--- config.mk ---
export PLATFORM = sky130hd
export DESIGN_NAME = control_message_deframer
export DESIGN_NICKNAME = d
export VERILOG_FILES = /design/src/rtl/core/cmd_pkg.sv /design/src/rtl/core/control_message_deframer.sv
export VERILOG_INCLUDE_DIRS = /design/src /design/src/rtl/core
export SDC_FILE = /design/constraint.sdc
export NUM_CORES = 1
export LEC_CHECK = 0
export CAP_MARGIN = 20
export CORE_MARGIN = 2
export CORE_UTILIZATION = 41
export CTS_CLUSTER_SIZE = 10
export DETAILED_ROUTE_END_ITERATION = 8
export DONT_BUFFER_PORTS = 1
export GPL_ROUTABILITY_DRIVEN = 0
export HOLD_SLACK_MARGIN = 0.02
export PLACE_DENSITY = 0.56
export SLEW_MARGIN = 15
export SYNTH_ARGS = -nofsm -noshare
export SYNTH_HDL_FRONTEND = slang
export SYNTH_SLANG_ARGS = --single-unit
--- constraint.sdc ---
create_clock -name aclk -period 6.55 [get_ports aclk]
set_clock_uncertainty 0.05 [all_clocks]
set_input_delay 1.31 -clock aclk [delete_from_list [all_inputs] [get_ports aclk]]
set_output_delay 1.31 -clock aclk [all_outputs]
set_load 0.005 [all_outputs]
--- src/rtl/core/control_message_deframer_assert.svh ---
// assertion macros for the control message deframer
`ifndef CONTROL_MESSAGE_DEFRAMER_ASSERT_SVH
`define CONTROL_MESSAGE_DEFRAMER_ASSERT_SVH

// same-cycle implication, clocked on aclk, off during reset
`define CMD_ASSERT_NOW(lbl, ante, cons, msg) \
    lbl: assert property (@(posedge aclk) disable iff (!aresetn) (ante) |-> (cons)) \
        else $error(msg);

// next-cycle implication, clocked on aclk, off during reset
`define CMD_ASSERT_NEXT(lbl, ante, cons, msg) \
    lbl: assert property (@(posedge aclk) disable iff (!aresetn) (ante) |=> (cons)) \
        else $error(msg);

`endif

--- src/rtl/core/cmd_pkg.sv ---
// types and constants of the control message deframer
package cmd_pkg;

    localparam int LENGTH_BITS = 24;

    typedef logic [LENGTH_BITS-1:0] len_t;
    typedef logic [2:0]             msg_type_t;

    localparam logic [7:0] MARKER_REQUEST = 8'h66;
    localparam logic [7:0] MARKER_ANSWER  = 8'h77;
    localparam logic [7:0] TYPE_FIRST     = 8'h65;
    localparam logic [7:0] TYPE_LAST      = 8'h6a;

    // header parser position, then payload pass-through
    typedef enum logic [2:0] {
        ST_MARK0,
        ST_MARK1,
        ST_TYPE,
        ST_LEN_HI,
        ST_LEN_MID,
        ST_LEN_LO,
        ST_PAYLOAD
    } hdr_state_t;

    typedef struct packed {
        logic [7:0] payload_byte;
        msg_type_t  message_type;
        logic       last_of_message;
        logic       empty_message;
        logic       sync_error;
    } result_t;

endpackage

--- src/rtl/core/control_message_deframer.sv ---
// control message deframer: header parser and payload pass-through
//
// Takes one stream byte per cycle on the s_ channel while s_ready is high
// and splits the stream into messages (two marker bytes, a type byte, a
// 24-bit big-endian length, then the payload). A byte's result, if any, is
// registered and shows on the m_ channel in the cycle after the transaction;
// header bytes give no result except for a bad marker or type byte (sync
// error) and a zero length (one empty result). The single output register
// sets the rate: s_ready is high while that register is empty or being
// taken, so with m_ready held high the block sustains one byte per cycle.
module control_message_deframer (
    input  logic                 aclk,
    input  logic                 aresetn,
    input  logic                 s_valid,
    output logic                 s_ready,
    input  logic [7:0]           s_stream_byte,
    output logic                 m_valid,
    input  logic                 m_ready,
    output logic [7:0]           m_payload_byte,
    output cmd_pkg::msg_type_t   m_message_type,
    output logic                 m_last_of_message,
    output logic                 m_empty_message,
    output logic                 m_sync_error
);

    cmd_pkg::hdr_state_t state_reg, state_next;
    cmd_pkg::len_t       remaining_reg, remaining_next;
    cmd_pkg::msg_type_t  type_reg, type_next;
    cmd_pkg::result_t    result_reg, result_comb;
    logic                m_valid_reg;
    logic                res_valid;

    logic                s_fire;
    logic                is_marker;
    logic                type_ok;
    logic                payload_last;
    cmd_pkg::len_t       len_shift;

    // handshake: accept while the output slot is free or draining
    assign s_ready = !m_valid_reg || m_ready;
    assign s_fire  = s_valid && s_ready;

    // byte classification
    assign is_marker    = (s_stream_byte == cmd_pkg::MARKER_REQUEST)
                       || (s_stream_byte == cmd_pkg::MARKER_ANSWER);
    assign type_ok      = (s_stream_byte >= cmd_pkg::TYPE_FIRST)
                       && (s_stream_byte <= cmd_pkg::TYPE_LAST);
    assign payload_last = (remaining_reg <= cmd_pkg::len_t'(1));
    assign len_shift    = cmd_pkg::len_t'({remaining_reg, s_stream_byte});

    // next state
    always_comb begin
        state_next = state_reg;
        if (s_fire) begin
            case (state_reg)
                cmd_pkg::ST_MARK0:   state_next = is_marker ? cmd_pkg::ST_MARK1
                                                            : cmd_pkg::ST_MARK0;
                cmd_pkg::ST_MARK1:   state_next = is_marker ? cmd_pkg::ST_TYPE
                                                            : cmd_pkg::ST_MARK0;
                cmd_pkg::ST_TYPE:    state_next = type_ok ? cmd_pkg::ST_LEN_HI
                                                          : cmd_pkg::ST_MARK0;
                cmd_pkg::ST_LEN_HI:  state_next = cmd_pkg::ST_LEN_MID;
                cmd_pkg::ST_LEN_MID: state_next = cmd_pkg::ST_LEN_LO;
                cmd_pkg::ST_LEN_LO:  state_next = (len_shift == '0) ? cmd_pkg::ST_MARK0
                                                                    : cmd_pkg::ST_PAYLOAD;
                cmd_pkg::ST_PAYLOAD: state_next = payload_last ? cmd_pkg::ST_MARK0
                                                               : cmd_pkg::ST_PAYLOAD;
                default:             state_next = is_marker ? cmd_pkg::ST_MARK1
                                                            : cmd_pkg::ST_MARK0;
            endcase
        end
    end

    // length counter and message type
    always_comb begin
        remaining_next = remaining_reg;
        type_next      = type_reg;
        if (s_fire) begin
            case (state_reg)
                cmd_pkg::ST_TYPE: begin
                    if (type_ok) begin
                        type_next = cmd_pkg::msg_type_t'(s_stream_byte - cmd_pkg::TYPE_FIRST);
                    end
                end
                cmd_pkg::ST_LEN_HI:  remaining_next = cmd_pkg::len_t'(s_stream_byte);
                cmd_pkg::ST_LEN_MID: remaining_next = len_shift;
                cmd_pkg::ST_LEN_LO:  remaining_next = len_shift;
                cmd_pkg::ST_PAYLOAD: begin
                    remaining_next = payload_last ? '0
                                                  : remaining_reg - cmd_pkg::len_t'(1);
                end
                default: ;
            endcase
        end
    end

    // result of the current byte
    always_comb begin
        res_valid   = 1'b0;
        result_comb = '0;
        case (state_reg)
            cmd_pkg::ST_MARK1: begin
                res_valid              = !is_marker;
                result_comb.sync_error = 1'b1;
            end
            cmd_pkg::ST_TYPE: begin
                res_valid              = !type_ok;
                result_comb.sync_error = 1'b1;
            end
            cmd_pkg::ST_LEN_HI,
            cmd_pkg::ST_LEN_MID: ;
            cmd_pkg::ST_LEN_LO: begin
                res_valid                   = (len_shift == '0);
                result_comb.message_type    = type_reg;
                result_comb.last_of_message = 1'b1;
                result_comb.empty_message   = 1'b1;
            end
            cmd_pkg::ST_PAYLOAD: begin
                res_valid                   = 1'b1;
                result_comb.payload_byte    = s_stream_byte;
                result_comb.message_type    = type_reg;
                result_comb.last_of_message = payload_last;
            end
            default: begin
                // first marker position, also unused codes
                res_valid              = !is_marker;
                result_comb.sync_error = 1'b1;
            end
        endcase
    end

    // control registers
    always_ff @(posedge aclk) begin
        if (!aresetn) begin
            state_reg     <= cmd_pkg::ST_MARK0;
            remaining_reg <= '0;
            type_reg      <= '0;
            m_valid_reg   <= 1'b0;
        end else begin
            state_reg     <= state_next;
            remaining_reg <= remaining_next;
            type_reg      <= type_next;
            if (s_ready) begin
                m_valid_reg <= s_fire && res_valid;
            end
        end
    end

    // result register
    always_ff @(posedge aclk) begin
        if (s_fire && res_valid) begin
            result_reg <= result_comb;
        end
    end

    assign m_valid           = m_valid_reg;
    assign m_payload_byte    = result_reg.payload_byte;
    assign m_message_type    = result_reg.message_type;
    assign m_last_of_message = result_reg.last_of_message;
    assign m_empty_message   = result_reg.empty_message;
    assign m_sync_error      = result_reg.sync_error;

    // checks
`include "control_message_deframer_assert.svh"

    `CMD_ASSERT_NOW(a_sync_err_clean,
        m_valid_reg && result_reg.sync_error,
        !result_reg.last_of_message && !result_reg.empty_message
            && (result_reg.message_type == '0) && (result_reg.payload_byte == '0),
        "sync error result carries message fields")
    `CMD_ASSERT_NOW(a_empty_is_last,
        m_valid_reg && result_reg.empty_message,
        result_reg.last_of_message,
        "empty result not marked last")
    `CMD_ASSERT_NOW(a_type_range,
        m_valid_reg && !result_reg.sync_error,
        result_reg.message_type <= cmd_pkg::msg_type_t'(5),
        "message type out of range")
    `CMD_ASSERT_NOW(a_payload_count,
        state_reg == cmd_pkg::ST_PAYLOAD,
        remaining_reg != '0,
        "payload state with no bytes left")
    `CMD_ASSERT_NEXT(a_zero_len_result,
        s_fire && (state_reg == cmd_pkg::ST_LEN_LO) && (len_shift == '0),
        m_valid_reg && result_reg.empty_message && (state_reg == cmd_pkg::ST_MARK0),
        "zero length gave no empty result")

endmodule
Word level (Yosys, flattened, before mapping):

Cells that the tools add are included.

* output and inout port bits: 16
* bits in registers: 45

* $add $sub $neg: 2
* eq/ne operators: 8
* reductions and logical operators: 15
* magnitude comparators: 3
* multiplexer cells: 12

Operators with widths (count)
* $pmux W24 S3: 1
* $le A24 B1 Y1 const B: 1
* $logic_not A24 Y1: 1
* $mux W24: 1
* $sub A24 B1 Y24 const B: 1
* $pmux W3 S6: 1
* $eq A8 B7 Y1 const B: 2
* $eq A3 B3 Y1 const B: 3
* $ge A8 B7 Y1 const B: 1
* $le A8 B7 Y1 const B: 1
* $pmux W4 S2: 1
* $eq A3 B2 Y1 const B: 2
* $mux W3: 2
* $mux W2: 2
* $pmux W1 S4: 1
* $reduce_or A2 Y1: 2
* $reduce_or A4 Y1: 1
* $eq A3 B1 Y1 const B: 1
* $logic_and A1 B1 Y1: 3
* $logic_not A1 Y1: 3
* $mux W1: 3
* $reduce_and A3 Y1: 1
* $reduce_bool A3 Y1: 1
* $sub A3 B3 Y3 const B: 1
* 2 further kinds: 3

Longest topological paths before layout:

Gate-level depths: netlist (run 1).

* depth in word-level cells: 5
* mapped depth: 8

Worst setup path after synthesis (run 1):

OpenSTA, ideal clock, no wires.

* path type: input port to flip-flop
* start: input m_ready
* end: register result_reg (netlist bit m_empty_message), enable pin
* data arrival time: 2.741 ns
* cell stages on the path: 6
* setup slack: 3.375 ns
* cells stage by stage: nand2b_1 > clkbuf_1 > and2_1 > clkbuf_1 > a41oi_1 > nor2_1

* word-level cells in the longest chain between the ends: 3

Ends and longest elaborated chain
* start: declaration: RTL line control_message_deframer.sv:18 `input logic m_ready,`
* $logic_or A1 B1 Y1: RTL line control_message_deframer.sv:40 `assign s_ready = !m_valid_reg || m_ready;`
* named net s_ready: RTL line control_message_deframer.sv:15 `output logic s_ready,`
* $logic_and A1 B1 Y1: RTL line control_message_deframer.sv:41 `assign s_fire = s_valid && s_ready;`
* $logic_and A1 B1 Y1: RTL line control_message_deframer.sv:151 `if (s_fire && res_valid) begin`
* end signal: assignment: RTL line control_message_deframer.sv:152 `result_reg <= result_comb;`
* end: declaration: RTL line control_message_deframer.sv:29 `cmd_pkg::result_t result_reg, result_comb;`

The timed path passes the listed nets, and every way through them passes these cells.
A chain may end at the register's enable or synchronous reset.

Final worst setup path (run 1):

* start: register remaining_reg[2]
* end: register result_reg (netlist bit m_payload_byte[0]), enable pin

* word-level cells in the longest chain between the ends: 3

Ends and longest elaborated chain
* start: declaration: RTL line control_message_deframer.sv:27 `cmd_pkg::len_t remaining_reg, remaining_next;`
* start signal: assignment: RTL line control_message_deframer.sv:141 `remaining_reg <= remaining_next;`
* $logic_not A24 Y1: RTL line control_message_deframer.sv:113 `res_valid = (len_shift == '0);`
* $pmux W1 S4: RTL line control_message_deframer.sv:101 `case (state_reg)`
* $logic_and A1 B1 Y1: RTL line control_message_deframer.sv:151

Every way passes these cells.

==> out/qor.csv, run 1 <==
stage,metric,value,unit
clock_tree,postCtsSetupBuffers,0,
logic_synthesis,ys_ff_latch,45,
floorplan,die_w,85.2,um
floorplan,coreArea,6350,um^2
logic_synthesis,yosysUniqueCellTypes,56,
power_and_ir_drop,switching_power,0.119,mW
drt,wire_per_inst,17.6,um
placement,placed_area,2720,um^2
power_and_ir_drop,swShare,20.8,%
global_route,antenna_found_initial,0,
power_and_ir_drop,p_int,0.453,mW
floorplan,placement_rows,29,
power_and_ir_drop,ir_worst_vdd,0.149,mV
clock_tree,cts_made_buffers,5,
worst_hold_path,hold_class,reg -> reg,
outcome,outcome,finished clean,
setup_path,critPathKind,reg -> reg,
drt,drt-vias-per-instance,6.13,
layout,antennaDiodeCount,0,
clock_tree,cts_tree,yes,
floorplan,dieHeight,85.2,um
clock_tree,htree_num_levels,2,
drt,routed_wl,6760,um
layout,finalInstanceArea,2870,um^2
logic_synthesis,synth_mux_area_share,0.740,%
logic_synthesis,ys.flop_type,dfxtp_1,
setup_path,critPathLaunchType,register,
global_route,track_usage,19.2,%
global_route,overflow,0,
placement,post-place-cells,375,
placement,dp_hpwl,4720,um
logic_synthesis,synth_top_family_by_area,simple AND/OR/NAND/NOR gates,
setup_path,crit_path_max_fanout,14,
logic_synthesis,syn_area_per_cell,8.43,um^2
drt,postRouteAntennaNets,0,
layout,layoutNonFillerInstCount,384,
power_and_ir_drop,p_leak,1.14,nW
power_and_ir_drop,power_density,199,nW/um^2
setup_path,path_common_cell,nor2_1,
timing,tightestPinTransition,1.02,ns
logic_synthesis,ys_warn_count,0,
timing,setup_viol,0,
timing,rsz0062_at_grt,no,
clock_tree,cts-root-buf,clkbuf_8,
drt,drtPass1Iterations,4,
job,maxCapViolCount,0,
power_and_ir_drop,combPwrFrac,3.8,%
global_route,first_global_vias,2178,
setup_path,cp_cell_sequence,nor4_1 > nand4_1 > nor2_1 > a41oi_1 > nor2_1,
timing,hold_viol_final,0,
drt,drc,0,
timing,final.period_utilization,47.5,%
clock_tree,cts_resized,0,
setup_path,slowest_delay,0.82,ns
clock_tree,clk_latency,0.30,ns
timing,min_period,3.11,ns
setup_path,cpMaxStageDelayCell,nor2_1,
logic_synthesis,ys_seq_area_share,38.5,%
logic_synthesis,yosys.area_share.simple,27.6,%
floorplan,io_pins,28,
clock_tree,cts_hold_buf,0,
placement,numPortBuffers,0,
clock_tree,clk_pin_slew_worst_paths,0.09,ns
floorplan,initial_core_util,42.6,%
power_and_ir_drop,pwr-share-clk,44.7,%
logic_synthesis,postSynth.asyncResetShare,0,%
logic_synthesis,syn_area,2710,um^2
timing,fin_setup_tns,0,ns
logic_synthesis,synth_fa_ha_area_share,2.77,%
setup_path,crit_family,simple AND/OR/NAND/NOR gates,
setup_path,critical_path_arrival,2.99,ns
floorplan,die-area,7270,um^2
setup_path,worstSetupEndpointType,register,
setup_path,worstPathRequired,6.43,ns
logic_synthesis,synth_xor_xnor_area_share,3.56,%
setup_path,critPathBufInv,0,
timing,fmax,321,MHz
logic_synthesis,synth_nets,339,
power_and_ir_drop,power_frac_seq,51.5,%
drt,vias,2352,
layout,largest_reg_flops,24,
clock_tree,clk_path_buf_depth,2,
clock_tree,cts.sinks,45,
drt,drt_iter0_markers,206,
logic_synthesis,synth-compound-area-share,21.2,%
global_route,grt_start_max_net_pins,36,
layout,final_nets,324,
timing,slew_violations,0,
layout,syn2layout_area_growth,6.10,%
layout,drive_gt1_share,7.49,%
timing,relSlewSlack,31.4,%
logic_synthesis,synth_edf_count,14,
logic_synthesis,synth_cells,321,
global_route,grt_pass1_wl,11200,um
-- power by group through the flow --
stage / clock network [mW] / registers [mW] / logic, mW
floorplan: 0 / 0.300 / 0.0181
global placement: 0 / 0.301 / 0.0218
detailed placement: 0 / 0.301 / 0.0216
CTS: 0.262 / 0.294 / 0.0219
global route: 0.273 / 0.295 / 0.0242
finish: 0.256 / 0.294 / 0.0217
-- tightest hold or removal path: stages, from the launching register on --
cell and delay [ns]:
dfxtp_1 0.31, nor2_1 0.10, a211oi_1 0.05
-- cell usage after synthesis (all sizes together), types with 6 or more instances --
master | count | area share, %
dfxtp | 31 | 23
o21ai | 8 | 1.5
nor4 | 12 | 2.8
and2 | 13 | 3.0
xor2 | 6 | 1.9
clkbuf | 22 | 3.1
nor2 | 24 | 3.3
a222oi | 6 | 2.2
edfxtp | 14 | 16
nor3 | 13 | 2.4
nand3 | 15 | 2.8
a22oi | 9 | 2.5
nand2b | 7 | 1.6
o22ai | 7 | 1.6
and3 | 6 | 1.4
a21oi | 23 | 4.3
nand2 | 26 | 3.7
inv | 10 | 1.4
ha | 6 | 2.8
-- final cells by class --
cell class / count / area [um^2]
flip-flops and latches: 45 / 1040
fillers: 634 / 3480
inverters: 11 / 41.3
multi-input cells: 239 / 1520
clock inverters: 3 / 68.8
well taps: 77 / 96.3
clock buffers: 5 / 68.8
repair buffers: 4 / 33.8
-- cells by family after synthesis --
kind of cell | Yosys count
multiplexers | 2
AND/OR/NAND/NOR | 138
AO/OA/AOI/OAI | 82
flip-flops | 45
XOR/XNOR | 11
buffers and inverters | 37
adder cells (fa/ha/maj) | 6
-- cell usage in the layout (no fill, tap or decap), types with 2 or more instances in the layout --
cell type / synthesis / routed
a211oi_1: 4 / 4
a21oi_1: 23 / 23
a221oi_1: 5 / 5
a222oi_1: 6 / 6
a22oi_1: 9 / 9
a32oi_1: 3 / 3
and2_1: 13 / 13
and3_1: 5 / 5
buf_4: 1 / 3
bufinv_16: 0 / 2
clkbuf_8: 0 / 5
dfxtp_1: 31 / 31
edfxtp_1: 14 / 14
ha_1: 6 / 6
inv_1: 10 / 10
mux2i_1: 2 / 2
nand2_1: 25 / 25
nand2b_1: 7 / 7
nand3_1: 15 / 15
nand3b_1: 2 / 2
nand4_1: 3 / 3
nor2_1: 24 / 24
nor2b_1: 3 / 3
nor3_1: 13 / 13
nor3b_1: 2 / 2
nor4_1: 12 / 12
o2111ai_1: 2 / 2
o211ai_1: 2 / 2
o21ai_0: 8 / 8
o22ai_1: 7 / 7
o31ai_1: 3 / 3
or2_2: 2 / 2
or4_1: 3 / 3
xnor2_1: 5 / 5
xor2_1: 6 / 6
-- final timing paths --
path                            startpoint                         endpoint  slack (ns)  cells after the start
max          remaining_reg[2]$_SDFFE_PN0P_  m_payload_byte[0]$_SDFFCE_PN0P_        3.44                      5
min               type_reg[1]$_SDFFE_PN0P_         type_reg[1]$_SDFFE_PN0P_        0.45                      2
min reg2reg       type_reg[1]$_SDFFE_PN0P_         type_reg[1]$_SDFFE_PN0P_        0.45                      2
max reg2reg  remaining_reg[2]$_SDFFE_PN0P_  m_payload_byte[0]$_SDFFCE_PN0P_        3.44                      5
-- per-stage QoR --
stage	util, %	setup slack (ns)	power, mW	hold slack, ns
global placement	42.9	3.26	0.323	0.440
detailed placement	42.9	3.24	0.323	0.442
floorplan	-	3.37	0.318	0.402
finish	45.2	3.44	0.572	0.452
CTS	45.0	3.36	0.579	0.454
global route	45.2	3.13	0.592	0.492
-- routing by layer --
layer / GRT usage [%] / routed length, um
met3: 3.21 / 279
met4: 4.91 / 68
met5: 0 / 0
met2: 31.8 / 3190
met1: 26.1 / 3230
No activity file was read; power rests on OpenSTA's default activity.
==> run 2: changes to the inputs <==
--- a/config.mk
+++ b/config.mk
@@ -14,7 +14,7 @@
 export DONT_BUFFER_PORTS = 1
 export GPL_ROUTABILITY_DRIVEN = 0
 export HOLD_SLACK_MARGIN = 0.02
-export PLACE_DENSITY = 0.56
+export PLACE_DENSITY = 0.58
 export SLEW_MARGIN = 15
 export SYNTH_ARGS = -nofsm -noshare
 export SYNTH_HDL_FRONTEND = slang
==> constraint.sdc (replaced) <==
create_clock -name aclk -period 2.7 [get_ports aclk]
set_clock_uncertainty 0.05 [all_clocks]
set_input_delay 0.54 -clock aclk [delete_from_list [all_inputs] [get_ports aclk]]
set_output_delay 0.54 -clock aclk [all_outputs]
set_load 0.005 [all_outputs]
==> out/qor.csv, run 2 (synthesized netlist as in run 1, its figures left out) <==
stage,metric,value,unit,change
outcome,outcome,finished clean,,
worst_hold_path,hold_class,in -> reg,,
setup_path,r2r_cells,5,,unchanged
layout,syn2layout_area_growth,8.23,%,
layout,drive_gt1_share,11.5,%,+4.0 points
floorplan,dieHeight,85.2,um,unchanged
layout,layout_common_cells,"31 x dfxtp_1, 25 x nand2_1, 24 x nor2_1",,
floorplan,coreArea,6350,um^2,unchanged
layout,largest_reg_flops,24,,unchanged
setup_path,worstPathRequired,2.84,ns,-3.59 ns
timing,setup_viol,0,,unchanged
placement,numPortBuffers,0,,unchanged
layout,final_nets,338,,+4.3%
layout,layoutNonFillerInstCount,398,,+3.6%
drt,drt-vias-per-instance,6.09,,-0.65%
global_route,grt_pass1_wl,11200,um,+0.12%
power_and_ir_drop,power_frac_seq,58.6,%,+7.1 points
power_and_ir_drop,switching_power,0.301,mW,+150%
floorplan,io_pins,28,,unchanged
setup_path,critPathLaunchType,register,,
setup_path,critPathKind,reg -> reg,,
placement,placed_area,2840,um^2,+4.1%
placement,post-place-cells,390,,+4.0%
power_and_ir_drop,pwr-share-clk,36.9,%,-7.8 points
floorplan,placement_rows,29,,unchanged
timing,rsz0062_at_grt,no,,
clock_tree,cts-root-buf,clkbuf_8,,
timing,tightestPinTransition,0.487,ns,-0.538 ns
clock_tree,cts.sinks,45,,unchanged
power_and_ir_drop,swShare,24.7,%,+3.9 points
setup_path,worstSetupEndpoint,remaining_reg[2]$_SDFFE_PN0P_,,
clock_tree,htree_num_levels,2,,unchanged
clock_tree,cts_tree,yes,,
power_and_ir_drop,combPwrFrac,4.5,%,+0.7 points
global_route,overflow,0,,unchanged
clock_tree,clk_latency,0.30,ns,about the same
drt,vias,2422,,+3.0%
setup_path,regToRegStartpoint,remaining_reg[2]$_SDFFE_PN0P_,,
power_and_ir_drop,ir_worst_vdd,0.227,mV,+52%
drt,drtPass1Iterations,5,,+1
clock_tree,clk_path_buf_depth,2,,unchanged
setup_path,cpMaxStageDelayCell,or4_1,,
timing,slew_violations,0,,unchanged
setup_path,slowest_delay,0.69,ns,-0.13 ns
timing,relSlewSlack,67.4,%,+36 points
power_and_ir_drop,power_density,416,nW/um^2,+110%
floorplan,die-area,7270,um^2,unchanged
drt,routed_wl,6680,um,-1.2%
clock_tree,postCtsSetupBuffers,0,,unchanged
drt,drt_iter0_markers,206,,unchanged
floorplan,die_w,85.2,um,unchanged
timing,final.period_utilization,89.9,%,+42 points
timing,fmax,412,MHz,+28%
drt,postRouteAntennaNets,0,,unchanged
setup_path,r2r_end,remaining_reg[2]$_SDFFE_PN0P_,,
clock_tree,cts_made_buffers,5,,unchanged
setup_path,worstSetupEndpointType,register,,
timing,min_period,2.43,ns,-0.682 ns
setup_path,critPathBufInv,0,,unchanged
setup_path,r2r_slack,0.27,ns,-3.17 ns
clock_tree,cts_hold_buf,0,,unchanged
layout,final_common_cell,dfxtp_1,,
drt,wire_per_inst,16.8,um,-4.7%
timing,hold_viol_final,0,,unchanged
setup_path,critical_path_arrival,2.57,ns,-0.42 ns
placement,dp_hpwl,4840,um,+2.5%
setup_path,worstSetupStartpoint,remaining_reg[2]$_SDFFE_PN0P_,,
setup_path,crit_family,simple AND/OR/NAND/NOR gates,,
setup_path,path_depth,5,,unchanged
job,maxCapViolCount,0,,unchanged
power_and_ir_drop,p_int,0.917,mW,+100%
layout,antennaDiodeCount,0,,unchanged
drt,drc,0,,unchanged
floorplan,initial_core_util,42.6,%,unchanged
global_route,track_usage,19.2,%,-0.045 points
power_and_ir_drop,p_leak,1.18,nW,+3.9%
global_route,first_global_vias,2247,,+3.2%
clock_tree,clk_pin_slew_worst_paths,0.09,ns,about the same
global_route,grt_start_max_net_pins,35,,-2.8%
setup_path,cp_cell_sequence,or4_1 > nor3_1 > nand4_1 > a221oi_1 > a21oi_1,,
layout,num-fill-cells,616,,-2.8%
global_route,antenna_found_initial,0,,unchanged
clock_tree,cts_resized,0,,unchanged
setup_path,crit_path_max_fanout,9,,-5
timing,fin_setup_tns,0,ns,unchanged
layout,finalInstanceArea,2930,um^2,+2.0%
run 2: worst min path at each step:
stage / from / to / slack, ns / depth (start not counted)
after floorplan: type_reg[2]$_SDFFE_PN0P_ / type_reg[2]$_SDFFE_PN0P_ / 0.40 / 2
after global placement: remaining_reg[18]$_SDFFE_PN0P_ / remaining_reg[18]$_SDFFE_PN0P_ / 0.44 / 2
after detailed placement: type_reg[1]$_SDFFE_PN0P_ / type_reg[1]$_SDFFE_PN0P_ / 0.44 / 2
after CTS: s_stream_byte[0] / type_reg[0]$_SDFFE_PN0P_ / 0.26 / 1
after global routing: s_stream_byte[0] / type_reg[0]$_SDFFE_PN0P_ / 0.25 / 1
final: s_stream_byte[0] / type_reg[0]$_SDFFE_PN0P_ / 0.27 / 1
run 2: power groups by stage:
stage / registers (mW) / logic (mW) / clock network (mW)
6_report: 0.714 / 0.0550 / 0.450
5_1_grt: 0.716 / 0.0614 / 0.485
4_1_cts: 0.714 / 0.0553 / 0.466
3_5_place_dp: 0.730 / 0.0552 / 0
3_3_place_gp: 0.730 / 0.0549 / 0
2_1_floorplan: 0.728 / 0.0440 / 0
run 2: stage by stage:
step	setup WS (ns)	util, %	hold WS (ns)	power, mW
2_1_floorplan	0.163	-	0.402	0.772
3_3_place_gp	0.276	44.7	0.437	0.785
3_5_place_dp	0.317	44.7	0.440	0.785
4_1_cts	0.298	46.1	0.256	1.24
5_1_grt	0.162	46.1	0.254	1.26
6_report	0.272	46.1	0.267	1.22
run 2: area by class of cell:
class                      count  area (um^2)  area share (%)
sequential                    45         1040            35.5
inverter                      11         41.3            1.41
timing repair buffer          18          135            4.61
tap                           77         96.3            3.29
clock inverter                 3         25.0           0.854
clock buffer                   5         68.8            2.35
multi-input combinational    239         1520            51.9
run 2: layer usage:
layer  vias to the layer above  track usage [%]  wire length (um)
met3                         6             3.50               323
met1                      1139             26.0              3100
met5                         -                0                 0
met4                         0             5.92                73
li1                       1199                -                 -
met2                        78             31.2              3190
run 2: worst register-to-register path, stage by stage (launching register included):
cell and delay (ns):
dfxtp_1 0.39, or4_1 0.69, nor3_1 0.32, nand4_1 0.36, a221oi_1 0.41, a21oi_1 0.10
==> run 3: changes to the inputs <==
--- a/config.mk
+++ b/config.mk
@@ -7,6 +7,7 @@
 export NUM_CORES = 1
 export LEC_CHECK = 0
 export CAP_MARGIN = 20
+export CORE_ASPECT_RATIO = 0.5
 export CORE_MARGIN = 2
 export CORE_UTILIZATION = 41
 export CTS_CLUSTER_SIZE = 10
==> out/qor.csv, run 3 (synthesized netlist as in run 1, its figures left out) <==
stage,metric,value,unit,change
layout,antennaDiodeCount,0,,unchanged
timing,rsz0062_at_grt,no,,
timing,slew_violations,0,,unchanged
timing,setup_viol,0,,unchanged
setup_path,crit_path_max_fanout,9,,unchanged
layout,layoutNonFillerInstCount,407,,+2.3%
drt,vias,2440,,+0.74%
layout,num-fill-cells,604,,-1.9%
global_route,antenna_found_initial,0,,unchanged
setup_path,worstSetupEndpointType,register,,
layout,final_common_cell,dfxtp_1,,
global_route,grt_start_max_net_pins,20,,-43%
worst_hold_path,hold_class,in -> reg,,
clock_tree,cts_made_buffers,5,,unchanged
clock_tree,postCtsSetupBuffers,0,,unchanged
timing,relSlewSlack,69.1,%,+1.7 points
floorplan,coreArea,6230,um^2,-1.9%
drt,postRouteAntennaNets,0,,unchanged
drt,drt_iter0_markers,373,,+81%
power_and_ir_drop,ir_worst_vdd,0.205,mV,-9.7%
layout,largest_reg_flops,24,,unchanged
setup_path,critPathLaunchType,register,,
drt,routed_wl,6850,um,+2.5%
clock_tree,cts_tree,yes,,
setup_path,critical_path_arrival,2.50,ns,-0.07 ns
floorplan,die_w,119,um,+39%
layout,syn2layout_area_growth,9.89,%,
floorplan,initial_core_util,43.4,%,+0.81 points
layout,layout_common_cells,"31 x dfxtp_1, 25 x nand2_1, 24 x nor2_1",,
global_route,grt_pass1_wl,11300,um,+0.49%
timing,final.period_utilization,88.3,%,-1.6 points
power_and_ir_drop,power_density,465,nW/um^2,+12%
clock_tree,cts-root-buf,clkbuf_16,,
setup_path,worstPathRequired,2.82,ns,-0.02 ns
clock_tree,clk_path_buf_depth,2,,unchanged
floorplan,io_pins,28,,unchanged
placement,dp_hpwl,4850,um,+0.29%
layout,final_nets,336,,-0.59%
floorplan,placement_rows,20,,-31%
job,maxCapViolCount,0,,unchanged
power_and_ir_drop,p_leak,1.20,nW,+1.4%
clock_tree,htree_num_levels,2,,unchanged
drt,drc,0,,unchanged
layout,drive_gt1_share,10.7,%,-0.87 points
drt,drt-vias-per-instance,6.00,,-1.5%
global_route,overflow,0,,unchanged
clock_tree,cts_hold_buf,0,,unchanged
clock_tree,clk_pin_slew_worst_paths,0.07,ns,-0.02 ns
floorplan,dieHeight,61.5,um,-28%
global_route,first_global_vias,2197,,-2.2%
floorplan,die-area,7310,um^2,+0.55%
drt,wire_per_inst,16.8,um,+0.25%
placement,post-place-cells,399,,+2.3%
clock_tree,clk_latency,0.29,ns,about the same
power_and_ir_drop,power,1.38,mW,+14%
timing,hold_viol_final,0,,unchanged
timing,min_period,2.38,ns,-0.0443 ns
drt,drtPass1Iterations,4,,-1
global_route,track_usage,19.9,%,+0.66 points
timing,fmax,419,MHz,+1.9%
clock_tree,cts.sinks,45,,unchanged
setup_path,critPathKind,reg -> reg,,
placement,numPortBuffers,0,,unchanged
outcome,outcome,finished clean,,
timing,tightestPinTransition,0.459,ns,-0.0275 ns
timing,fin_setup_tns,0,ns,unchanged
clock_tree,cts_resized,0,,unchanged
[run 3: cell count changes in the layout (fill, tap and decap cells not counted), sizes merged]
cell and change:
buf -2, clkinv +3, clkinvlp -1, inv -2
[run 3: final timing paths]
path / start / to / slack (ns) / depth (start not counted)
worst max-delay path: remaining_reg[1]$_SDFFE_PN0P_ / remaining_reg[14]$_SDFFE_PN0P_ / 0.32 / 7
worst min-delay path: s_stream_byte[0] / type_reg[0]$_SDFFE_PN0P_ / 0.29 / 1
worst max register to register: remaining_reg[1]$_SDFFE_PN0P_ / remaining_reg[14]$_SDFFE_PN0P_ / 0.32 / 7
worst min register to register: type_reg[1]$_SDFFE_PN0P_ / type_reg[1]$_SDFFE_PN0P_ / 0.44 / 2
[run 3: through the flow]
| stage | hold slack, ns | area [um^2] | worst slack (ns) | utilization, % |
|---|---|---|---|---|
| final | 0.295 | 2970 | 0.316 | 47.7 |
| after floorplan | 0.402 | 2710 | 0.163 | - |
| after global placement | 0.426 | 2830 | 0.346 | 45.4 |
| after global routing | 0.297 | 2970 | 0.147 | 47.7 |
| after CTS | 0.294 | 2970 | 0.319 | 47.7 |
| after detailed placement | 0.440 | 2830 | 0.334 | 45.4 |
[run 3: layout make-up]
type                       count  area, um^2  share of cell area, %
inverter                      11        41.3                   1.39
sequential                    45        1040                   35.0
clock buffer                   5         125                   4.21
multi-input combinational    239        1510                   50.9
timing repair buffer          16         120                   4.04
tap                           88         110                   3.70
clock inverter                 3        22.5                  0.757
[run 3: worst max-delay path, cell delays in order, from the launching register on]
cell      delay, ns
dfxtp_1        0.34
inv_1          0.11
ha_1           0.34
or4b_2         0.62
nor4_1         0.25
xor2_1         0.11
a222oi_1       0.35
nor3_1         0.08
[run 3: power by group]
group / switching, mW / internal (mW) / leakage, nW / total [mW]
logic: 0.0352 / 0.0203 / 0.736 / 0.0555
registers: 0.00590 / 0.708 / 0.388 / 0.714
clock network: 0.269 / 0.345 / 0.0738 / 0.614
total: 0.310 / 1.07 / 1.20 / 1.38
[run 3: per-layer routing]
layer,global-route usage [%],routed length [um],up-vias
met5,0,0,-
met4,5.61,51,0
met3,5.00,497,5
met2,30.4,2880,89
met1,28.2,3420,1155
li1,-,-,1191
